**src/design/dad_pkg.sv**
```systemverilog
// ----------------------------------------------------------------------------
// dad_pkg
// Types, constants and month-length lookup for the date adder.
// ----------------------------------------------------------------------------
package dad_pkg;

   localparam int YEAR_W   = 14;
   localparam int MONTH_W  = 4;
   localparam int DAY_W    = 5;
   localparam int OFF_W    = 16;
   localparam int STATUS_W = 3;
   // running day count: start day plus largest offset
   localparam int ACC_W    = 17;

   localparam int MAX_OFFSET = 65535;
   localparam int YEAR_MIN   = 1583;
   localparam int YEAR_TOP   = 16383;
   localparam int LEAP_CYCLE = 400;
   localparam int CENTURY    = 100;
   localparam int MONTHS     = 12;

   localparam logic [STATUS_W-1:0] ST_OK        = 3'd0;
   localparam logic [STATUS_W-1:0] ST_BAD_MONTH = 3'd1;
   localparam logic [STATUS_W-1:0] ST_BAD_DAY   = 3'd2;
   localparam logic [STATUS_W-1:0] ST_BAD_YEAR  = 3'd3;
   localparam logic [STATUS_W-1:0] ST_YEAR_OVF  = 3'd4;

   typedef struct packed {
      logic             borrow;
      logic [ACC_W-1:0] diff;
   } sub_result_type;

   function automatic logic [DAY_W-1:0] month_days(input logic [MONTH_W-1:0] month,
                                                   input logic leap);
      logic [DAY_W-1:0] len;
      unique case (month)
         4'd2:                      len = leap ? 5'd29 : 5'd28;
         4'd4, 4'd6, 4'd9, 4'd11:   len = 5'd30;
         default:                   len = 5'd31;
      endcase
      return len;
   endfunction

endpackage

```
**src/design/date_add_days_core.sv**
```systemverilog
// Flow: S_MOD reduces the year modulo 400 through the single shared subtractor;
// S_CHECK ends with an error result for an invalid start date, else S_STEP walks
// one month boundary at a time in the same unit until the remaining day count
// fits the current month or the top year saturates.
// One transaction at a time: busy stays high until the result strobe.
// Synchronous active-high reset returns to idle with no result pending.
// ----------------------------------------------------------------------------
// date_add_days_core
// Adds a day offset to a Gregorian date, one month per cycle, with checking.
// ----------------------------------------------------------------------------
module date_add_days_core (
   input  logic                           clock,
   input  logic                           reset,
   input  logic                           start,
   output logic                           busy,
   input  logic [dad_pkg::YEAR_W-1:0]     req_start_year,
   input  logic [dad_pkg::MONTH_W-1:0]    req_start_month,
   input  logic [dad_pkg::DAY_W-1:0]      req_start_day,
   input  logic [dad_pkg::OFF_W-1:0]      req_days_away,
   output logic                           rsp_valid,
   output logic [dad_pkg::YEAR_W-1:0]     rsp_result_year,
   output logic [dad_pkg::MONTH_W-1:0]    rsp_result_month,
   output logic [dad_pkg::DAY_W-1:0]      rsp_result_day,
   output logic [dad_pkg::STATUS_W-1:0]   rsp_status
);

   localparam logic [2:0] S_IDLE  = 3'd0;
   localparam logic [2:0] S_MOD   = 3'd1;
   localparam logic [2:0] S_CHECK = 3'd2;
   localparam logic [2:0] S_STEP  = 3'd3;

   localparam logic [2:0] K_TOP = 3'd5;   // 400 << 5 fits in 14 bits; 400 << 6 exceeds every 14-bit year

   logic [2:0]                     state_ff, state_in;
   logic [2:0]                     k_ff, k_in;
   logic [dad_pkg::YEAR_W-1:0]     ymod_ff, ymod_in;
   logic [dad_pkg::YEAR_W-1:0]     year_ff, year_in;
   logic [dad_pkg::MONTH_W-1:0]    month_ff, month_in;
   logic [dad_pkg::DAY_W-1:0]      day_ff, day_in;
   logic [dad_pkg::ACC_W-1:0]      acc_ff, acc_in;
   logic                           rsp_valid_ff, rsp_valid_in;
   logic [dad_pkg::YEAR_W-1:0]     rsp_year_ff, rsp_year_in;
   logic [dad_pkg::MONTH_W-1:0]    rsp_month_ff, rsp_month_in;
   logic [dad_pkg::DAY_W-1:0]      rsp_day_ff, rsp_day_in;
   logic [dad_pkg::STATUS_W-1:0]   rsp_status_ff, rsp_status_in;

   logic [dad_pkg::OFF_W-1:0]      off_sat;
   logic                           leap;
   logic [dad_pkg::DAY_W-1:0]      mlen;
   logic [dad_pkg::ACC_W-1:0]      sub_a, sub_b;
   dad_pkg::sub_result_type        sub_res;
   logic [dad_pkg::STATUS_W-1:0]   chk_status;
   logic [dad_pkg::YEAR_W-1:0]     ymod_inc;

   assign off_sat = (32'(req_days_away) > dad_pkg::MAX_OFFSET) ?
                    16'(dad_pkg::MAX_OFFSET) : req_days_away;

   // ymod_ff holds year mod 400 after the reduction phase
   assign leap = (ymod_ff[1:0] == 2'd0) &&
                 (ymod_ff != 14'(dad_pkg::CENTURY)) &&
                 (ymod_ff != 14'(2 * dad_pkg::CENTURY)) &&
                 (ymod_ff != 14'(3 * dad_pkg::CENTURY));

   assign mlen = dad_pkg::month_days(month_ff, leap);

   assign ymod_inc = (ymod_ff == 14'(dad_pkg::LEAP_CYCLE - 1)) ? '0 : ymod_ff + 14'd1;

   always_comb begin
      if (state_ff == S_MOD) begin
         sub_a = {3'b000, ymod_ff};
         sub_b = 17'(dad_pkg::LEAP_CYCLE) << k_ff;
      end else begin
         sub_a = acc_ff;
         sub_b = 17'(mlen);
      end
   end

   dad_sub_unit u_sub (
      .a   (sub_a),
      .b   (sub_b),
      .res (sub_res)
   );

   always_comb begin
      priority if (month_ff == 4'd0 || month_ff > 4'(dad_pkg::MONTHS)) begin
         chk_status = dad_pkg::ST_BAD_MONTH;
      end else if (day_ff == 5'd0 || day_ff > mlen) begin
         chk_status = dad_pkg::ST_BAD_DAY;
      end else if (year_ff < 14'(dad_pkg::YEAR_MIN)) begin
         chk_status = dad_pkg::ST_BAD_YEAR;
      end else begin
         chk_status = dad_pkg::ST_OK;
      end
   end

   always_comb begin
      state_in      = state_ff;
      k_in          = k_ff;
      ymod_in       = ymod_ff;
      year_in       = year_ff;
      month_in      = month_ff;
      day_in        = day_ff;
      acc_in        = acc_ff;
      rsp_valid_in  = 1'b0;
      rsp_year_in   = rsp_year_ff;
      rsp_month_in  = rsp_month_ff;
      rsp_day_in    = rsp_day_ff;
      rsp_status_in = rsp_status_ff;
      unique case (state_ff)
         S_IDLE: begin
            if (start) begin
               year_in  = req_start_year;
               month_in = req_start_month;
               day_in   = req_start_day;
               ymod_in  = req_start_year;
               acc_in   = 17'(req_start_day) + 17'(off_sat);
               k_in     = K_TOP;
               state_in = S_MOD;
            end
         end
         S_MOD: begin
            if (!sub_res.borrow) begin
               ymod_in = sub_res.diff[dad_pkg::YEAR_W-1:0];
            end
            k_in = k_ff - 3'd1;
            if (k_ff == 3'd0) begin
               state_in = S_CHECK;
            end
         end
         S_CHECK: begin
            if (chk_status != dad_pkg::ST_OK) begin
               rsp_valid_in  = 1'b1;
               rsp_year_in   = '0;
               rsp_month_in  = '0;
               rsp_day_in    = '0;
               rsp_status_in = chk_status;
               state_in      = S_IDLE;
            end else begin
               state_in = S_STEP;
            end
         end
         S_STEP: begin
            // acc <= month length ends the walk
            if (sub_res.borrow || sub_res.diff == '0) begin
               rsp_valid_in  = 1'b1;
               rsp_year_in   = year_ff;
               rsp_month_in  = month_ff;
               rsp_day_in    = acc_ff[dad_pkg::DAY_W-1:0];
               rsp_status_in = dad_pkg::ST_OK;
               state_in      = S_IDLE;
            end else begin
               acc_in = sub_res.diff;
               if (month_ff == 4'(dad_pkg::MONTHS)) begin
                  if (year_ff >= 14'(dad_pkg::YEAR_TOP)) begin
                     rsp_valid_in  = 1'b1;
                     rsp_year_in   = year_ff;
                     rsp_month_in  = month_ff;
                     rsp_day_in    = 5'd31;
                     rsp_status_in = dad_pkg::ST_YEAR_OVF;
                     state_in      = S_IDLE;
                  end else begin
                     year_in  = year_ff + 14'd1;
                     ymod_in  = ymod_inc;
                     month_in = 4'd1;
                  end
               end else begin
                  month_in = month_ff + 4'd1;
               end
            end
         end
         default: begin
            state_in = S_IDLE;
         end
      endcase
   end

   always_ff @(posedge clock) begin
      if (reset) begin
         state_ff     <= S_IDLE;
         rsp_valid_ff <= 1'b0;
      end else begin
         state_ff     <= state_in;
         rsp_valid_ff <= rsp_valid_in;
      end
   end

   always_ff @(posedge clock) begin
      k_ff          <= k_in;
      ymod_ff       <= ymod_in;
      year_ff       <= year_in;
      month_ff      <= month_in;
      day_ff        <= day_in;
      acc_ff        <= acc_in;
      rsp_year_ff   <= rsp_year_in;
      rsp_month_ff  <= rsp_month_in;
      rsp_day_ff    <= rsp_day_in;
      rsp_status_ff <= rsp_status_in;
   end

   assign busy             = (state_ff != S_IDLE);
   assign rsp_valid        = rsp_valid_ff;
   assign rsp_result_year  = rsp_year_ff;
   assign rsp_result_month = rsp_month_ff;
   assign rsp_result_day   = rsp_day_ff;
   assign rsp_status       = rsp_status_ff;

endmodule

```
**src/design/dad_sub_unit.sv**
```systemverilog
// ----------------------------------------------------------------------------
// dad_sub_unit
// Shared subtract/compare unit: used for year reduction and month stepping.
// ----------------------------------------------------------------------------
module dad_sub_unit (
   input  logic [dad_pkg::ACC_W-1:0] a,
   input  logic [dad_pkg::ACC_W-1:0] b,
   output dad_pkg::sub_result_type   res
);

   logic [dad_pkg::ACC_W:0] wide;

   assign wide       = {1'b0, a} - {1'b0, b};
   assign res.borrow = wide[dad_pkg::ACC_W];
   assign res.diff   = wide[dad_pkg::ACC_W-1:0];

endmodule

```
**config.mk**
```make
export PLATFORM = sky130hd
export DESIGN_NAME = date_add_days_core
export DESIGN_NICKNAME = d
export VERILOG_FILES = /design/src/design/dad_pkg.sv /design/src/design/date_add_days_core.sv /design/src/design/dad_sub_unit.sv
export SDC_FILE = /design/constraint.sdc
export NUM_CORES = 1
export LEC_CHECK = 0
export BUFFER_PORTS_ARGS = -buffer_cell sky130_fd_sc_hd__buf_2
export CELL_PAD_IN_SITES_DETAIL_PLACEMENT = 0
export CELL_PAD_IN_SITES_GLOBAL_PLACEMENT = 1
export CORE_MARGIN = 4
export CORE_UTILIZATION = 41
export CTS_CLUSTER_DIAMETER = 80
export DETAILED_ROUTE_END_ITERATION = 8
export GPL_TIMING_DRIVEN = 0
export PLACE_DENSITY_LB_ADDON = 0.1
export SLEW_MARGIN = 10
export SYNTH_ARGS = -nofsm -noshare
export SYNTH_HDL_FRONTEND = slang
export SYNTH_HIERARCHICAL = 1
export SYNTH_SLANG_ARGS = --single-unit
```
**constraint.sdc**
```tcl
create_clock -name clock -period 4.95 [get_ports clock]
set_input_delay 0.7425 -clock clock [delete_from_list [all_inputs] [get_ports clock]]
set_output_delay 0.7425 -clock clock [all_outputs]
set_load 0.02 [all_outputs]
```
# After elaboration in Yosys (flattened, before gate mapping)

Index checks and enable logic that the tools add are counted.

Flip-flop bits (word level): 87
Input bits: 42
Output and inout bits: 28
Logic and storage cells: 133

Add/sub/neg operators: 6
Order comparisons: 4
Eq/ne operators: 23
Shift-type cells: 1
Muxes and demuxes: 60
Reduce and logical (&&, ||, !) cells: 27

Operators with widths:

| cell                  | count |
|---|---|
| $mux 14               | 13 |
| $mux 17               | 4 |
| $pmux 14 s2           | 2 |
| $pmux 14 s3           | 1 |
| $pmux 17 s2           | 1 |
| $mux 4                | 8 |
| $mux 3                | 10 |
| $add 14x1->14 const B | 2 |
| $mux 5                | 4 |
| $sub 17x17->18        | 1 |
| $add 5x16->17         | 1 |
| $logic_not 17->1      | 1 |
| $shl 9x3->17 const A  | 1 |
| $pmux 4 s2            | 2 |
| $eq 14x9->1 const B   | 1 |
| $ge 14x14->1 const B  | 1 |
| $lt 14x11->1 const B  | 1 |
| $ne 14x7->1 const B   | 1 |
| $ne 14x8->1 const B   | 1 |
| $ne 14x9->1 const B   | 1 |
| $eq 4x4->1 const B    | 3 |
| $ne 2x2->1 const B    | 6 |
| $pmux 3 s2            | 2 |
| $pmux 3 s4            | 1 |
| 29 further kinds      | 52 |

# Longest topological paths before layout

Gate-level depths: netlist of run 1.

Word-level depth: 13
Depth in mapped cells: 22
Gate-level depth less buffers: 21

# Hierarchy

Netlist of run 1, hierarchy kept.

By module, submodules not included:

| module             | instances | cells an instance | area each (µm²) | seq. area each (µm²) |
|---|---|---|---|---|
| date_add_days_core | 1         | 540               | 5156.2          | 2552.4 |
| dad_sub_unit       | 1         | 118               | 848.3           | 0.0 |

# Worst setup path after synthesis of run 1

OpenSTA, ideal clock, no wires.

Path type: register -> register
Start: register ymod_ff[5] (netlist name)
End: register rsp_day_ff, in the netlist rsp_result_day[0], enable pin
Arrival: 4.594 ns
Path slack: -0.025 ns
Stages on the path, launching flop included: 22
Path buffers: 1
Cell sequence: edfxtp_1 clkbuf_1 or4b_4 a221oi_2 o311ai_1 o311a_2 and2_1 ha_1 inv_1 fa_1 a21o_1 a221o_2 a221oi_4 a21oi_2 a211oi_2 xnor2_1 nor4_1 nand4_1 nor4_1 nor3_1 o21ai_1 o211a_1

RTL lines:

| what                     | RTL line                  | text |
|---|---|---|
| start: declaration       | date_add_days_core.sv:36  | `logic [dad_pkg::YEAR_W-1:0] ymod_ff, ymod_in;` |
| start signal: assignment | date_add_days_core.sv:189 | `ymod_ff <= ymod_in;` |
| end signal: assignment   | date_add_days_core.sv:196 | `rsp_day_ff <= rsp_day_in;` |
| end: declaration         | date_add_days_core.sv:44  | `logic [dad_pkg::DAY_W-1:0] rsp_day_ff, rsp_day_in;` |

==> results of run 1 <==
power groups by stage:
stage | combinational, mW | clock (mW) | sequential (mW)
final | 1.47 | 0.683 | 1.04
after global routing | 1.60 | 0.722 | 1.05
after CTS | 1.38 | 0.694 | 1.04
after detailed placement | 1.26 | 0 | 1.05
after global placement | 1.24 | 0 | 1.04
after floorplan | 0.892 | 0 | 1.03
cell usage after synthesis (all sizes together) (6+ instances only):
| cell | n |
|---|---|
| xor2 | 29 |
| nand2 | 103 |
| clkbuf | 23 |
| nor2b | 9 |
| a21oi | 29 |
| and3 | 29 |
| a21o | 6 |
| nand3 | 10 |
| o21a | 13 |
| o221ai | 8 |
| edfxtp | 83 |
| nor2 | 58 |
| nand4 | 10 |
| o21ai | 46 |
| nor3 | 7 |
| ha | 36 |
| and2 | 7 |
| inv | 54 |
| xnor2 | 23 |
sequential cells by signal, indices dropped and copies added, names as in the netlist:
name / count
year_ff: 14
rsp_result_month: 4
month_ff: 4
rsp_valid: 1
k_ff: 3
rsp_status: 3
acc_ff: 17
rsp_result_day: 5
day_ff: 5
rsp_result_year: 14
state_ff: 2
ymod_ff: 14
timing repair:
item,CTS,global route
hold buffers,0,0
buffers inserted,14,12
pin swaps,7,11
setup endpoints to repair,84,84
gates resized for setup,25,15
gates cloned,4,2
logic make-up after synthesis:
| group | share of synthesized area (%) |
|---|---|
| xor gates and xnor gates | 7.58 |
| buffers and inverters | 5.27 |
| AOI/OAI and AO/OA | 15.9 |
| other | 0.0625 |
| and+or+nand+nor | 19.9 |
| adders and majority gates | 8.17 |
| muxes | 0.521 |
| DFF | 42.5 |
stage by stage:
step	hold slack [ns]	utilization, %	setup WS [ns]	instance area (sq um)
floorplan	0.539	-	0.107	6000
global placement	0.571	46.6	-1.14	6580
detailed placement	0.571	46.7	-1.18	6580
CTS	0.577	50.5	-0.112	7120
global route	0.585	51.6	-0.413	7280
finish	0.583	51.6	-0.225	7280
final timing paths:
path | startpoint | end | slack, ns | cells after the start
worst min register to register | acc_ff[3] | rsp_result_day[3] | 0.59 | 2
worst max register to register | ymod_ff[6] | ymod_ff[10] | -0.22 | 24
worst max-delay path | ymod_ff[6] | ymod_ff[10] | -0.22 | 24
worst min-delay path | req_start_day[0] | day_ff[0] | 0.58 | 1
metal layers:
layer	global-route usage, %	part of all wire, %	vias up	wire length, um
li1	-	-	2564	-
met1	31.4	47	2538	8390
met2	31.6	43	197	7640
met3	3.50	7.4	39	1310
met4	9.02	2.8	0	508
met5	0	0	-	0
final cells by class:
| class | count | area [sq um] | area share [%] |
|---|---|---|---|
| Inverter | 54 | 203 | 2.79 |
| Timing Repair Buffer | 97 | 561 | 7.70 |
| Clock buffer | 11 | 233 | 3.20 |
| Sequential cell | 86 | 2560 | 35.1 |
| Buffer | 25 | 110 | 1.51 |
| Tap cell | 180 | 225 | 3.09 |
| Multi-Input combinational cell | 495 | 3330 | 45.8 |
| Clock inverter | 5 | 60.1 | 0.825 |
critical path, stage by stage, from the launching register on:
cell and delay (ns):
edfxtp_1 0.38, buf_6 0.15, nand2_4 0.06, or4b_4 0.12, a221oi_2 0.07, o311ai_1 0.27, o311a_2 0.24, and2_4 0.15
ha_4 0.13, inv_2 0.03, fa_2 0.34, a21o_1 0.19, a221o_2 0.43, a221oi_4 0.28, buf_4 0.16, a21oi_1 0.07
nor2_2 0.16, xnor2_2 0.09, nor4_2 0.37, nand4_1 0.22, nor4_4 0.33, nor3_4 0.09, nand3_2 0.12, o211ai_1 0.22
buf_4 0.26
==> results.json, run 1 <==
{
  "status": "complete, but fails checks",
  "violations": "setup timing",
  "relSlewSlack_pct": 36.7,
  "combPwrFrac_pct": 46.1,
  "crit_type": "flip-flop to flip-flop",
  "grt_pass1_vias": 4940,
  "grt_pass1_wl_um": 27100,
  "fillerInstances": 1359,
  "numCtsBuffers": 9,
  "drv_cap": 0,
  "place.detailed.instances": 908,
  "postSynthAreaPerCell_sq_um": 9.13,
  "p_switching_mw": 1.28,
  "synth_ff_type": "edfxtp_1",
  "drtPass1Iterations": 7,
  "drt-initial-drc-count": 479,
  "cp.required_ns": 5.06,
  "hold_viol": 0,
  "fin_crit_ns": 5.17,
  "switching_share_pct": 40.1,
  "layoutNonFillerInstCount": 953,
  "seqPwrFrac_pct": 32.5,
  "syn-cell-area_sq_um": 6000,
  "ant_nets": 0,
  "internal_power_mw": 1.92,
  "routed_wirelength_um": 17800,
  "cp-start-kind": "flip-flop",
  "synth.area.top_cells": "edfxtp_1 (42%), ha_1 (7.5%), nand2_1 (6.4%)",
  "clock_power_share_pct": 21.3,
  "syn_to_final_growth_pct": 21.2,
  "vias": 5338,
  "grt_use_total_pct": 21.5,
  "synth_warnings": 6,
  "synth-seq-cells": 86,
  "setup_viol": 76,
  "grt_max_degree": 16,
  "hold_path_class": "primary input to flip-flop",
  "diodes": 0,
  "slew_viol_final": 0,
  "synth_edf_count": 83,
  "peakVddDrop_uv": 200,
  "grt_overflow_total": 0,
  "clockRootBuffer": "clkbuf_16",
  "dieArea_sq_um": 16600,
  "cts_max_path_buffers": 2,
  "layout_commonest_cell": "nand2_1",
  "async_reset_ff_share_pct": 0,
  "timing.final.crit_share_pct": 105,
  "synth_top_area_share_pct": 41.5,
  "synth_cell_types": 68,
  "die_x_um": 129,
  "end_kind": "flip-flop",
  "nets": 848,
  "die_y_um": 129,
  "viasPerCell": 5.60,
  "wl_per_cell_um": 18.7,
  "fmax_ghz": 0.193,
  "fin_skew_ns": 0.0112,
  "path_max_fanout": 5,
  "antenna_found_initial": 0,
  "synth_cells": 658,
  "tightest_slew_ns": 0.925,
  "ys_seq_area_share_pct": 42.5,
  "p_leak_nw": 3.03,
  "core-area_sq_um": 14100,
  "power.density_nw_per_um2": 439,
  "drc": 0,
  "clkSlewWorstSetupHoldPaths_ns": 0.07,
  "final_cell_mix": "nand2_1 (100), edfxtp_1 (83), buf_2 (71)",
  "yosys.area.top_type": "edfxtp_1",
  "initial_core_util_pct": 42.6,
  "cts_tree": "built",
  "boundaryPins": 70,
  "timing.final.ws_setup_ns": -0.225,
  "cp.arrival_ns": 5.28,
  "synth_nets": 738,
  "place_congestion": 0.916,
  "tns_ns": -10.47,
  "drive_gt1_share_pct": 19.7,
  "clkLatencyLatePin_ns": 0.35,
  "p_total_mw": 3.20,
  "num_rows": 43,
  "hpwl_um": 13100,
  "rsz0062_at_grt": "true",
  "place.port_buffers": 69,
  "cts.sinks": 86,
  "htree_levels": 3
}
No activity file was read; power rests on OpenSTA's default activity.
==> run 2, diff against run 1 <==
--- a/config.mk
+++ b/config.mk
@@ -5,11 +5,12 @@
 export SDC_FILE = /design/constraint.sdc
 export NUM_CORES = 1
 export LEC_CHECK = 0
+export ABC_AREA = 1
 export BUFFER_PORTS_ARGS = -buffer_cell sky130_fd_sc_hd__buf_2
 export CELL_PAD_IN_SITES_DETAIL_PLACEMENT = 0
 export CELL_PAD_IN_SITES_GLOBAL_PLACEMENT = 1
 export CORE_MARGIN = 4
-export CORE_UTILIZATION = 41
+export CORE_UTILIZATION = 40
 export CTS_CLUSTER_DIAMETER = 80
 export DETAILED_ROUTE_END_ITERATION = 8
 export GPL_TIMING_DRIVEN = 0
==> run 2 against run 1 <==
  * The run now ends clean
  * Design area rose by 3.0%
  * Utilization decreased by 4.6 points
  * Critical path depth is 4 lower
  * Sequential share of layout area decreased by 1.1 points
  * Largest cell class unchanged
==> results.json, run 2 <==
{
  "synth_cells": 892,
  "boundaryPins": 70,
  "clockRootBuffer": "clkbuf_16",
  "rrSetupSlack_ns": 0.50,
  "timing.rr.start": "state_ff[0]",
  "fmax_ghz": 0.225,
  "viasPerCell": 4.87,
  "drv_cap": 0,
  "synth_edf_count": 83,
  "timing.final.ws_setup_ns": 0.496,
  "cp-start-kind": "flip-flop",
  "ys_seq_area_share_pct": 39.2,
  "p_leak_nw": 3.65,
  "synth_adder_area_share_pct": 7.53,
  "htree_levels": 3,
  "synth.area.top_cells": "edfxtp_1 (38%), nand2_1 (15%), inv_1 (8.8%)",
  "core-area_sq_um": 15900,
  "timing.rr.end": "rsp_result_year[8]",
  "clkSlewWorstSetupHoldPaths_ns": 0.06,
  "antenna_found_initial": 0,
  "synthTopCellsByCount": "nand2_1 (256), inv_1 (153), nor2_1 (85)",
  "die_x_um": 136,
  "grt_overflow_total": 0,
  "critPathLaunch": "state_ff[0]",
  "nets": 1054,
  "wl_per_cell_um": 15.8,
  "timing.final.crit_share_pct": 90.0,
  "drt-initial-drc-count": 417,
  "diodes": 0,
  "clkLatencyLatePin_ns": 0.35,
  "synth-seq-cells": 86,
  "syn-cell-area_sq_um": 6510,
  "grt_pass1_vias": 5586,
  "dieArea_sq_um": 18400,
  "largest_register_ffs": 17,
  "path_max_fanout": 13,
  "async_reset_ff_share_pct": 0,
  "final_cell_mix": "nand2_1 (255), inv_1 (153), nor2_1 (83), edfxtp_1 (83), buf_2 (82)",
  "setup_viol": 0,
  "slew_viol_final": 0,
  "r2r_cells": 20,
  "cts_max_path_buffers": 2,
  "crit_end": "rsp_result_year[8]",
  "synth-xor-area-share_pct": 2.42,
  "initial_core_util_pct": 40.8,
  "drc": 0,
  "crit_type": "flip-flop to flip-flop",
  "top_register": "acc_ff",
  "yosysMostFrequentCell": "nand2_1",
  "grt_pass1_wl_um": 29400,
  "synth_nets": 972,
  "whs_ns": 0.573,
  "synthMuxAreaShare_pct": 0,
  "ctsHoldBuffers": 0,
  "yosys.area.top_type": "edfxtp_1",
  "fin_skew_ns": 0.00788,
  "hold_path_class": "primary input to flip-flop",
  "end_kind": "flip-flop",
  "cts_tree": "built",
  "place.detailed.instances": 1178,
  "rsz0062_at_grt": "false",
  "relSlewSlack_pct": 52.9,
  "cp.required_ns": 4.95,
  "post_cts_buffers": 0,
  "num_rows": 46,
  "drive_gt1_share_pct": 14.8,
  "hold_viol": 0,
  "numCtsBuffers": 9,
  "vias": 5822,
  "place_congestion": 0.855,
  "synth_simple_gate_area_share_pct": 29.9,
  "postSynthAreaPerCell_sq_um": 7.30,
  "pre_cts_slack_ns": 0.212,
  "synth_ff_type": "edfxtp_1",
  "place.port_buffers": 69,
  "fin_crit_ns": 4.45,
  "synth_top_family_by_area": "simple AND/OR/NAND/NOR gates",
  "synth_compound_area_share_pct": 9.97,
  "die_y_um": 136,
  "peakVddDrop_uv": 210,
  "status": "completed",
  "p_total_mw": 4.59,
  "syn_to_final_growth_pct": 15.0,
  "grt_max_degree": 27,
  "routed_wirelength_um": 18900,
  "layoutNonFillerInstCount": 1195,
  "grt_use_total_pct": 21.0,
  "layout_commonest_cell": "nand2_1",
  "synth_top_area_share_pct": 38.3,
  "synth_warnings": 6,
  "drtPass1Iterations": 5,
  "cts.sinks": 86,
  "cp.arrival_ns": 4.45,
  "hpwl_um": 15000,
  "ant_nets": 0,
  "power.density_nw_per_um2": 612,
  "tightest_slew_ns": 0.704,
  "synth_cell_types": 45
}
## run 2: layer usage
layer / vias to the layer above / share of wire [%] / GRT usage [%] / wire length [um]
met5: - / 0 / 0 / 0
met1: 2641 / 46 / 27.7 / 8710
met2: 120 / 49 / 36.6 / 9190
li1: 3047 / - / - / -
met4: 0 / 1.4 / 5.77 / 274
met3: 14 / 3.9 / 2.49 / 739
## run 2: what timing repair did
action | in CTS | in global routing
gates resized for setup | 0 | 4
setup endpoints to repair | 0 | 57
endpoints found under the hold margin | 0 | 0
## run 2: through the flow
step | util, % | area (sq um) | setup TNS, ns
2_1_floorplan | - | 6510 | 0
3_3_place_gp | 44.7 | 7130 | -31.18
3_5_place_dp | 44.9 | 7150 | 0
4_1_cts | 46.8 | 7470 | 0
5_1_grt | 47.0 | 7490 | 0
6_report | 47.0 | 7490 | 0
## run 2: logic make-up (layout without fill, tap and decap cells)
group           after synthesis  in the layout
other cells                   1              1
compound gates              114            114
xor+xnor                     18             18
buf+inv                     183            269
simple gates                452            453
flops                        86             86
fa+ha+maj                    38             38
## run 2: report_power, final
group / total (mW) / leakage [nW] / internal (mW) / switching [mW]
Sequential: 1.33 / 0.816 / 1.14 / 0.190
Clock: 0.753 / 0.150 / 0.445 / 0.308
Combinational: 2.51 / 2.69 / 0.770 / 1.73
Total: 4.59 / 3.65 / 2.35 / 2.23
## run 2: area by class of cell
type	count	area, sq um
flip-flops and latches	86	2550
clock inverters	5	85.1
inverters	165	619
repair buffers	70	353
fillers	1692	8450
well taps	216	270
multi-input cells	624	3280
clock buffers	11	233
plain buffers	18	95.1
## run 2: worst min path at each step
stage | start | end | slack, ns | cells past startpoint
after floorplan | state_ff[1] | rsp_valid | 0.54 | 2
after global placement | acc_ff[0] | rsp_result_day[0] | 0.59 | 2
after detailed placement | acc_ff[2] | rsp_result_day[2] | 0.60 | 2
after CTS | reset | rsp_valid | 0.57 | 2
after global routing | reset | rsp_valid | 0.58 | 2
final | reset | rsp_valid | 0.57 | 2
## run 2: critical path, stage by stage, from the launching register on
cell	delay [ns]
dfxtp_1	0.45
inv_2	0.14
nor2_4	0.18
clkbuf_1	0.51
o21ai_0	0.28
fa_1	0.51
nand2_1	0.09
nand2_1	0.09
nand3_1	0.12
nand2_2	0.10
nand2_1	0.09
nand2_1	0.05
nand2_1	0.05
nand2_1	0.14
nor2_1	0.17
nand2_1	0.08
nor2_1	0.09
nand3_1	0.16
nand3_2	0.23
nor2_1	0.17
nor2_4	0.38
